<file path="src/rtl/core/htfd_pkg.sv">
`timescale 1ns / 1ps
`default_nettype none
// ----------------------------------------------------------------------------
// htfd_pkg
// Shared types and constants for the humidity/temperature frame decoder:
// frame kinds, field widths, CRC-8 column masks and the fixed-point
// conversion constants.
// ----------------------------------------------------------------------------
package htfd_pkg;

  typedef enum logic {
    KIND_TEMP = 1'b0,
    KIND_HUM  = 1'b1
  } kind_t;

  localparam int TEMP_W = 15;
  localparam int HUM_W  = 14;

  localparam logic [7:0] STATUS_MASK = 8'hFC;

  // Temperature: -4685 + (17572 * raw) >> 16, in 0.01 C.
  localparam int TEMP_SCALE  = 17572;
  localparam int TEMP_OFFSET = -4685;

  // Humidity: -600 + (12500 * raw) >> 16 + ((T - 2500) * 9830) >> 16, in 0.01 %.
  localparam int HUM_SCALE  = 12500;
  localparam int HUM_OFFSET = -600;
  localparam int COMP_REF   = 2500;
  localparam int COMP_SCALE = 9830;
  localparam int HUM_MAX    = 10000;

  // CRC-8 (poly 0x31, init 0) over a 16-bit word is linear in the data bits.
  // Entry i is the remainder contributed by data bit i, i.e. x^(i+8) mod P.
  localparam logic [7:0] CRC_COLUMN [16] = '{
    8'h31, 8'h62, 8'hC4, 8'hB9, 8'h43, 8'h86, 8'h3D, 8'h7A,
    8'hF4, 8'hD9, 8'h83, 8'h37, 8'h6E, 8'hDC, 8'h89, 8'h23
  };

  typedef struct packed {
    kind_t                     frame_kind;
    logic                      crc_ok;
    logic signed [TEMP_W-1:0]  temperature_centi;
    logic        [HUM_W-1:0]   humidity_centi;
  } htfd_result_t;

endpackage
`default_nettype wire

</file>
<file path="src/rtl/core/humidity_temp_frame_decoder_core.sv">
`timescale 1ns / 1ps
`default_nettype none
// ----------------------------------------------------------------------------
// humidity_temp_frame_decoder_core
// Decodes three-byte sensor frames into temperature and compensated humidity
// in hundredths, with CRC-8 check and remembered temperature.
//
//   Channel  Dir  Width            Contents
//   s_*      in   tdata 24, user 1 tdata: msb_byte, lsb_byte, crc_byte; tuser: kind
//   m_*      out  tdata 32, user 1 tdata: crc_ok, temperature, humidity; tuser: kind
//
// One frame per cycle sustained while m_tready is high; an accepted request
// passes through the input register and then the result register before it
// shows as a valid result.
// The stored temperature updates as a temperature frame enters the result
// register, so the next humidity frame already sees it.
// Synchronous reset clears both valid flags and the stored temperature to 0.
// A stall on m_tready holds both stages; s_tready drops only when both are full.
// ----------------------------------------------------------------------------
module humidity_temp_frame_decoder_core
  import htfd_pkg::*;
(
  input  wire logic        clk,
  input  wire logic        rst,
  input  wire logic        s_tvalid,
  output logic             s_tready,
  input  wire logic [23:0] s_tdata,   // [7:0] msb_byte, [15:8] lsb_byte, [23:16] crc_byte
  input  wire logic        s_tuser,   // [0] kind
  output logic             m_tvalid,
  input  wire logic        m_tready,
  output logic [31:0]      m_tdata,   // [0] crc_ok, [15:1] temperature_centi,
                                      // [29:16] humidity_centi, [31:30] zero
  output logic             m_tuser    // [0] frame_kind
);

  logic        in_valid;
  kind_t       in_kind;
  logic [7:0]  in_msb;
  logic [7:0]  in_lsb;
  logic [7:0]  in_crc;

  logic                     out_valid;
  htfd_result_t             out_result;
  logic signed [TEMP_W-1:0] last_temperature;

  logic         advance;
  logic         s_accept;
  logic         crc_ok;
  htfd_result_t result_next;

  assign advance  = !out_valid || m_tready;
  assign s_tready = !in_valid || advance;
  assign s_accept = s_tvalid && s_tready;

  htfd_crc8 u_crc (
    .msb_byte (in_msb),
    .lsb_byte (in_lsb),
    .crc_byte (in_crc),
    .crc_ok   (crc_ok)
  );

  htfd_convert u_convert (
    .kind             (in_kind),
    .msb_byte         (in_msb),
    .lsb_byte         (in_lsb),
    .crc_ok           (crc_ok),
    .last_temperature (last_temperature),
    .result           (result_next)
  );

  always_ff @(posedge clk) begin
    if (rst) begin
      in_valid         <= 1'b0;
      out_valid        <= 1'b0;
      last_temperature <= '0;
    end else begin
      if (s_accept) begin
        in_valid <= 1'b1;
      end else if (advance) begin
        in_valid <= 1'b0;
      end
      if (advance) begin
        out_valid <= in_valid;
      end
      if (advance && in_valid && in_kind == KIND_TEMP) begin
        last_temperature <= result_next.temperature_centi;
      end
    end
  end

  always_ff @(posedge clk) begin
    if (s_accept) begin
      in_kind <= kind_t'(s_tuser);
      in_msb  <= s_tdata[7:0];
      in_lsb  <= s_tdata[15:8];
      in_crc  <= s_tdata[23:16];
    end
    if (advance && in_valid) begin
      out_result <= result_next;
    end
  end

  assign m_tvalid = out_valid;
  assign m_tuser  = out_result.frame_kind;
  assign m_tdata  = {2'b00, out_result.humidity_centi,
                     out_result.temperature_centi, out_result.crc_ok};

  a_temp_no_hum: assert property (@(posedge clk) disable iff (rst)
    (m_tvalid && out_result.frame_kind == KIND_TEMP) |-> out_result.humidity_centi == '0)
    else $error("temperature request produced a humidity value");

  a_bad_crc_zero: assert property (@(posedge clk) disable iff (rst)
    (m_tvalid && !out_result.crc_ok) |->
      (out_result.humidity_centi == '0 && out_result.temperature_centi == '0))
    else $error("bad CRC request produced a nonzero value");

  a_hum_range: assert property (@(posedge clk) disable iff (rst)
    m_tvalid |-> out_result.humidity_centi <= HUM_W'(HUM_MAX))
    else $error("humidity above clamp limit");

  a_temp_stored: assert property (@(posedge clk) disable iff (rst)
    (advance && in_valid && in_kind == KIND_TEMP) |=>
      last_temperature == out_result.temperature_centi)
    else $error("stored temperature differs from delivered temperature");

endmodule
`default_nettype wire

</file>
<file path="src/rtl/core/htfd_crc8.sv">
`timescale 1ns / 1ps
`default_nettype none
// ----------------------------------------------------------------------------
// htfd_crc8
// Checks the received CRC byte against a CRC-8 computed over the high and
// low data bytes, as a parallel XOR of per-bit column masks.
// ----------------------------------------------------------------------------
module htfd_crc8
  import htfd_pkg::*;
(
  input  wire logic [7:0] msb_byte,
  input  wire logic [7:0] lsb_byte,
  input  wire logic [7:0] crc_byte,
  output logic            crc_ok
);

  logic [15:0] data_word;
  logic [7:0]  crc_calc;

  assign data_word = {msb_byte, lsb_byte};

  always_comb begin
    crc_calc = 8'h00;
    for (int i = 0; i < 16; i++) begin
      if (data_word[i]) begin
        crc_calc = crc_calc ^ CRC_COLUMN[i];
      end
    end
  end

  assign crc_ok = (crc_calc == crc_byte);

endmodule
`default_nettype wire

</file>
<file path="src/rtl/core/htfd_convert.sv">
`timescale 1ns / 1ps
`default_nettype none
// ----------------------------------------------------------------------------
// htfd_convert
// Converts the masked raw reading into temperature or compensated humidity
// in hundredths, zeroing the field that does not apply or a bad-CRC value.
// ----------------------------------------------------------------------------
module htfd_convert
  import htfd_pkg::*;
(
  input  wire kind_t               kind,
  input  wire logic [7:0]          msb_byte,
  input  wire logic [7:0]          lsb_byte,
  input  wire logic                crc_ok,
  input  wire logic signed [TEMP_W-1:0] last_temperature,
  output htfd_result_t             result
);

  logic [15:0]        raw;
  logic [30:0]        t_prod;
  logic signed [15:0] temp_full;
  logic [29:0]        h_prod;
  logic signed [15:0] comp_diff;
  logic signed [31:0] comp_prod;
  logic signed [17:0] hum_sum;
  logic [HUM_W-1:0]   hum_clamped;

  assign raw = {msb_byte, lsb_byte & STATUS_MASK};

  assign t_prod    = 31'(raw) * 31'(TEMP_SCALE);
  assign temp_full = $signed({1'b0, t_prod[30:16]}) + $signed(16'(TEMP_OFFSET));

  assign h_prod    = 30'(raw) * 30'(HUM_SCALE);
  assign comp_diff = $signed({last_temperature[TEMP_W-1], last_temperature})
                     - $signed(16'(COMP_REF));
  assign comp_prod = $signed({{16{comp_diff[15]}}, comp_diff}) * $signed(32'(COMP_SCALE));

  // Upper half of a two's complement product is the floor of the division.
  assign hum_sum = $signed({4'b0000, h_prod[29:16]})
                 + $signed(18'(HUM_OFFSET))
                 + $signed({{2{comp_prod[31]}}, comp_prod[31:16]});

  always_comb begin
    if (hum_sum < 0) begin
      hum_clamped = '0;
    end else if (hum_sum > $signed(18'(HUM_MAX))) begin
      hum_clamped = HUM_W'(HUM_MAX);
    end else begin
      hum_clamped = hum_sum[HUM_W-1:0];
    end
  end

  always_comb begin
    result.frame_kind        = kind;
    result.crc_ok            = crc_ok;
    result.temperature_centi = '0;
    result.humidity_centi    = '0;
    case (kind)
      KIND_TEMP: begin
        if (crc_ok) begin
          result.temperature_centi = temp_full[TEMP_W-1:0];
        end
      end
      KIND_HUM: begin
        if (crc_ok) begin
          result.humidity_centi = hum_clamped;
        end
      end
      default: begin
        result.temperature_centi = '0;
      end
    endcase
  end

endmodule
`default_nettype wire
</file>
<file path="config.mk">
export PLATFORM = sky130hd
export DESIGN_NAME = humidity_temp_frame_decoder_core
export DESIGN_NICKNAME = d
export VERILOG_FILES = /design/src/rtl/core/htfd_pkg.sv /design/src/rtl/core/humidity_temp_frame_decoder_core.sv /design/src/rtl/core/htfd_crc8.sv /design/src/rtl/core/htfd_convert.sv
export SDC_FILE = /design/constraint.sdc
export NUM_CORES = 1
export LEC_CHECK = 0
export ABC_AREA = 1
export BUFFER_PORTS_ARGS = -buffer_cell sky130_fd_sc_hd__buf_2
export CAP_MARGIN = 5
export CORE_MARGIN = 4
export CORE_UTILIZATION = 59
export CTS_CLUSTER_SIZE = 8
export DETAILED_ROUTE_END_ITERATION = 8
export HOLD_SLACK_MARGIN = 0.06
export PLACE_DENSITY = 0.87
export SYNTH_ARGS = -nofsm -noshare
export SYNTH_HDL_FRONTEND = slang
export SYNTH_SLANG_ARGS = --single-unit
</file>
<file path="constraint.sdc">
create_clock -name clk -period 9.2 [get_ports clk]
set_input_delay 0.92 -clock clk [delete_from_list [all_inputs] [get_ports clk]]
set_output_delay 0.92 -clock clk [all_outputs]
set_load 0.005 [all_outputs]
</file>
---- Word-level counts from Yosys, hierarchy flattened ----
Cells that the tools add are included.
storage, ports and cells
  register bits ........................... 73
  bits of input ports ..................... 29
  word-level logic and storage cells ...... 70
cells by class
  $add $sub $neg .......................... 4
  multiply operators ...................... 3
  $lt $le $gt $ge ......................... 2
  equality and inequality tests ........... 1
  mux-type cells .......................... 21
  bitwise operators ....................... 17
  reductions and logical operators ........ 10
operators by type and width
  operator                number
  $mux 8                  8
  $not 5->5               8
  $mul 16x14->30 const B  1
  $mux 15                 2
  $mux 7                  4
  $mul 14x13->27 const B  1
  $mul 14x12->26 const B  1
  $mux 6                  4
  $gt 18x15->1 const B    1
  $lt 18x1->1 const B     1
  $add 16x15->17          1
  $add 15x11->16 const B  1
  $sub 15x13->16 const B  1
  $add 15x14->15 const B  1
  $not 3->3               5
  $mux 14                 1
  $eq 8x8->1              1
  $not 2->3               2
  $reduce_or 4->1         1
  $logic_and 1x1->1       3
  $reduce_or 3->1         1
  $logic_not 1->1         2
  $logic_or 1x1->1        2
  $mux 1                  2
  other kinds (2)         3

---- Logic depth before layout (Yosys ltp) ----
  depth in word-level cells ............... 34
  gate-level depth with buffers ........... 45
  mapped depth without buffers ............ 45

---- Hierarchy ----
From an unflattened synthesis, not the netlist that was laid out.
unflattened totals
  cell total of the unflattened synthesis .. 1975
  area total of the unflattened synthesis .. 15033.2 um^2
by module, submodules not included
  module                            times used  cells each  area each (um^2)  seq. area each (um^2)
  htfd_convert                      1           1533        11404.7           0.0
  humidity_temp_frame_decoder_core  1           199         2582.5            2021.9
  htfd_crc8                         1           243         1046.0            0.0

---- Least setup slack after synthesis ----
OpenSTA, ideal clock, no wires.
  path type ............................... register to register
  from .................................... reg last_temperature[2]
  to ...................................... reg out_result, in the netlist m_tdata[20] (data pin)
  setup time .............................. 0.262 ns
  arrival time ............................ 8.492 ns
  data required time ...................... 8.938 ns
  slack ................................... 0.446 ns
  stages on the path, launching flop included .. 38
  clock period less this slack ............ 8.754 ns
  cell sequence ........................... dfxtp_1 -> inv_1 -> nand2_1 -> or2_2 -> nand4_1 -> nand2_1 -> nand2_1 -> nand2_1 -> o21ai_0 -> ha_1 -> ha_1 -> fa_1 -> inv_1 -> fa_1 -> inv_1 -> fa_1 -> inv_1 -> fa_1 -> [2 not listed] -> a21oi_1 -> o21ai_0 -> a221oi_1 -> nand2_1 -> xor2_1 -> inv_1 -> ha_1 -> inv_1 -> ha_1 -> a21oi_1 -> o21ai_0 -> a21oi_1 -> nand3_1 -> a22o_1 -> nor2_1 -> nand3_1 -> nand3_1 -> a21oi_1
between the ends
  longest elaborated chain between the ends .. 5
ends and longest elaborated chain
  item                                                         RTL line                                source
  start, declared                                              humidity_temp_frame_decoder_core.sv:44  logic signed [TEMP_W-1:0] last_temperature;
  start signal, assigned                                       humidity_temp_frame_decoder_core.sv:86  last_temperature <= result_next.temperature_centi;
  $sub 15x13->16 *                                             htfd_convert.sv:35                      - $signed(16'(COMP_REF));
  $mul 16x14->30 *                                             htfd_convert.sv:36                      assign comp_prod = $signed({{16{comp_diff[15]}}, comp_diff}) * $signed(32'(COMP_SCALE));
  $add 16x15->17 *                                             htfd_convert.sv:41                      + $signed({{2{comp_prod[31]}}, comp_prod[31:16]});
  $lt 18x1->1 / $gt 18x15->1 (equally long branches)           htfd_convert.sv:44, htfd_convert.sv:46
  $reduce_or 3->1 (no line) / $mux 14 (equally long branches)  -
  end signal, assigned                                         humidity_temp_frame_decoder_core.sv:99  out_result <= result_next;
  end, declared                                                humidity_temp_frame_decoder_core.sv:43  htfd_result_t out_result;
Every way passes the cells marked *; elsewhere a longest branch is shown, timed or not.
A chain may end at the register's enable or synchronous reset.

---- Worst setup path after layout ----
  from .................................... reg last_temperature[2]
  to ...................................... reg out_result, in the netlist m_tdata[26] (data pin)
The elaborated chain is that of the path after synthesis.

==> impl_results.md <==
* Most common cell in the netlist: inv_1
* Mean Syn Cell Area at 8.06 um2
* Post-route ant nets at 0
* HPWL Detailed at 28100 um
* Most used DFF post-synth: edfxtp_1
* Area of the core at 23700 um2
* Number of buffers on the longest clock path at 2
* Slew HR at 0.396
* Post-synth EDFFs at 56
* Worst Tran Pin Value at 0.906 ns
* Post-Route Setup TNS at 0 ns
* Critical Path Fanout Max at 6
* Area Overhead vs Synth at 7.12%
* CTS tree: done
* Fin crit share at 0.943
* Final setup vio count at 0
* Outcome: finished, final reports clean
* CTS Hold Bufs at 0
* Clk pin slew, worst setup/hold paths at 0.07 ns
* Largest cells by area after synthesis: ha_1 (25%), fa_1 (19%), inv_1 (12%)
* Hold Path Origin: m_tvalid
* CTS buffer count at 9
* Die extent in x at roughly 160 um
* Row Count at 56
* Async SR Flop Fraction at 0
* Die ar. at roughly 27000 um2
* Final nets at about 2.3k
* Clock skew at 0.0148 ns
* Reg2reg start: last_temperature[2]
* Number of diodes at 0
* Min-Delay Path Class: reg -> reg
* Distinct cells, synth at 40
* Root Driver: clkbuf_16
* Storage element area at ~2000 um2
* Starting Density at 0.604
* Fill count at 1903
* DR vias at around 12k
* Yosys top cell by area: ha_1
* Total GRT Usage at 0.261
* Critical path arrival at 8.77 ns
* RSZ-0062 raised after global routing: no
* Buf+Inv Stages, Crit Path at 8
* Fin. Hold Viols at 0
* Boundary Pins at 64
* Synth Warn # at 0
* Max Slew Vio Count at 0
* Vias in the first global route at 12.3k
* MaxCap Viol Count at 0
* Worst skew pair latency at 0.36 ns
* Largest net degree at the start of global routing at 30
* Footprint of the multi-input gates at ~11000 um2
* Global-route wire length before repair at roughly 57000 um
* Vias/cell at 5.44
* GPL Wtd Cong at 0.937
* DR DRC count at 0
* CP max stage delay at 0.55 ns
* Area share of the largest cell type after synthesis at 0.253
* CP most frequent cell: inv_1
* Crit path kind: reg -> reg
* Flops & latches, synth at 73
* Cells after synthesis at 1775
* Commonest cells post-synth: inv_1 (449), nand2_1 (309), ha_1 (290)
* Fmax at ~120 MHz
* Cell area after synthesis at 14300 um2
* Drt first pass iters at 5
* Initial DRC Count at 763
* Slowest-stage cell, CP: fa_1
* WL per Instance at roughly 15 um
* Cell family with most CP delay: adder cells
* I/O Buffers at 61
* Worst endpoint required time at about 9.3 ns
* Routed wire length at 33500 um
* Critical path capture point type: flop
* Seq/Total Area, Yosys at 0.141
* Min Tclk post-route at 8.68 ns
* Layout cell share with drive strength beyond 1 at 0.0562
* Gr ovfl total at 0
* Die Ht at about 160 um
* Initial antenna violation count at 0
* Clk sinks at 73
* Nature of the critical path startpoint: flop
* Postcts setup bufs at 0
* Crit. Startpoint: last_temperature[2]
* CTS H-tree depth at 3
cell families after synthesis:
family	Yosys count	synth area share
AO/OA/AOI/OAI	177	0.0663
XOR/XNOR	106	0.0649
adder cells (fa/ha/maj)	428	0.446
buffers and inverters	461	0.122
flip-flops	73	0.141
other	1	0.000262
AND/OR/NAND/NOR	529	0.158
tightest hold or removal path, stage by stage, from the launching register on:
cell and delay [ns]:
dfxtp_1 0.31, nand2_1 0.08, a21oi_1 0.06
metrics by stage:
stage               hold WS (ns)  setup WS (ns)  area (um2)   util  cells
finish                     0.501          0.525       15300  0.647   2168
CTS                        0.502          0.423       15300  0.647   2168
global placement           0.489          0.720       15000  0.634   2152
global route               0.532         0.0103       15300  0.647   2168
floorplan                  0.477          0.446       14300      -   1776
detailed placement         0.495          0.492       15000  0.634   2152
final cells by class:
type / instances / area share
clock inverters: 6 / 0.00432
flip-flops and latches: 73 / 0.132
clock buffers: 10 / 0.0149
inverters: 450 / 0.110
multi-input cells: 1242 / 0.689
well taps: 319 / 0.0260
repair buffers: 68 / 0.0233
flip-flops by register name, summed over array words and instances (netlist names):
name              count
m_tvalid              1
in_lsb                8
in_kind               1
in_msb                8
last_temperature     15
m_tdata              30
in_crc                8
in_valid              1
m_tuser               1
layout by cell type, fill, tap and decap left out, drive strengths merged, types with 48 or more instances in the layout:
master and n:
inv 452, nand2 309, nor2 95, fa 138
o21ai 48, buf 68, a21oi 105, edfxtp 56
xor2 63, ha 290, nand3 70
final timing paths:
| path | slack [ns] | cells after the start | endpoint |
|---|---|---|---|
| worst max register to register | 0.52 | 42 | m_tdata[26] |
| worst min register to register | 0.50 | 2 | m_tvalid |
| worst min-delay path | 0.50 | 2 | m_tvalid |
| worst max-delay path | 0.52 | 42 | m_tdata[26] |
repair_timing:
action                                 4_1_cts  5_1_grt
setup endpoints to repair                    0       14
resized for setup                            0        3
endpoints found under the hold margin        0        0
per-layer routing:
layer / GRT usage / share of wire
met1: 0.307 / 0.40
met2: 0.479 / 0.52
met3: 0.0294 / 0.046
met4: 0.111 / 0.040
met5: 0 / 0
Power is not shown: default switching activity piles up to over one toggle a cycle in this logic, so the estimate is an artifact.
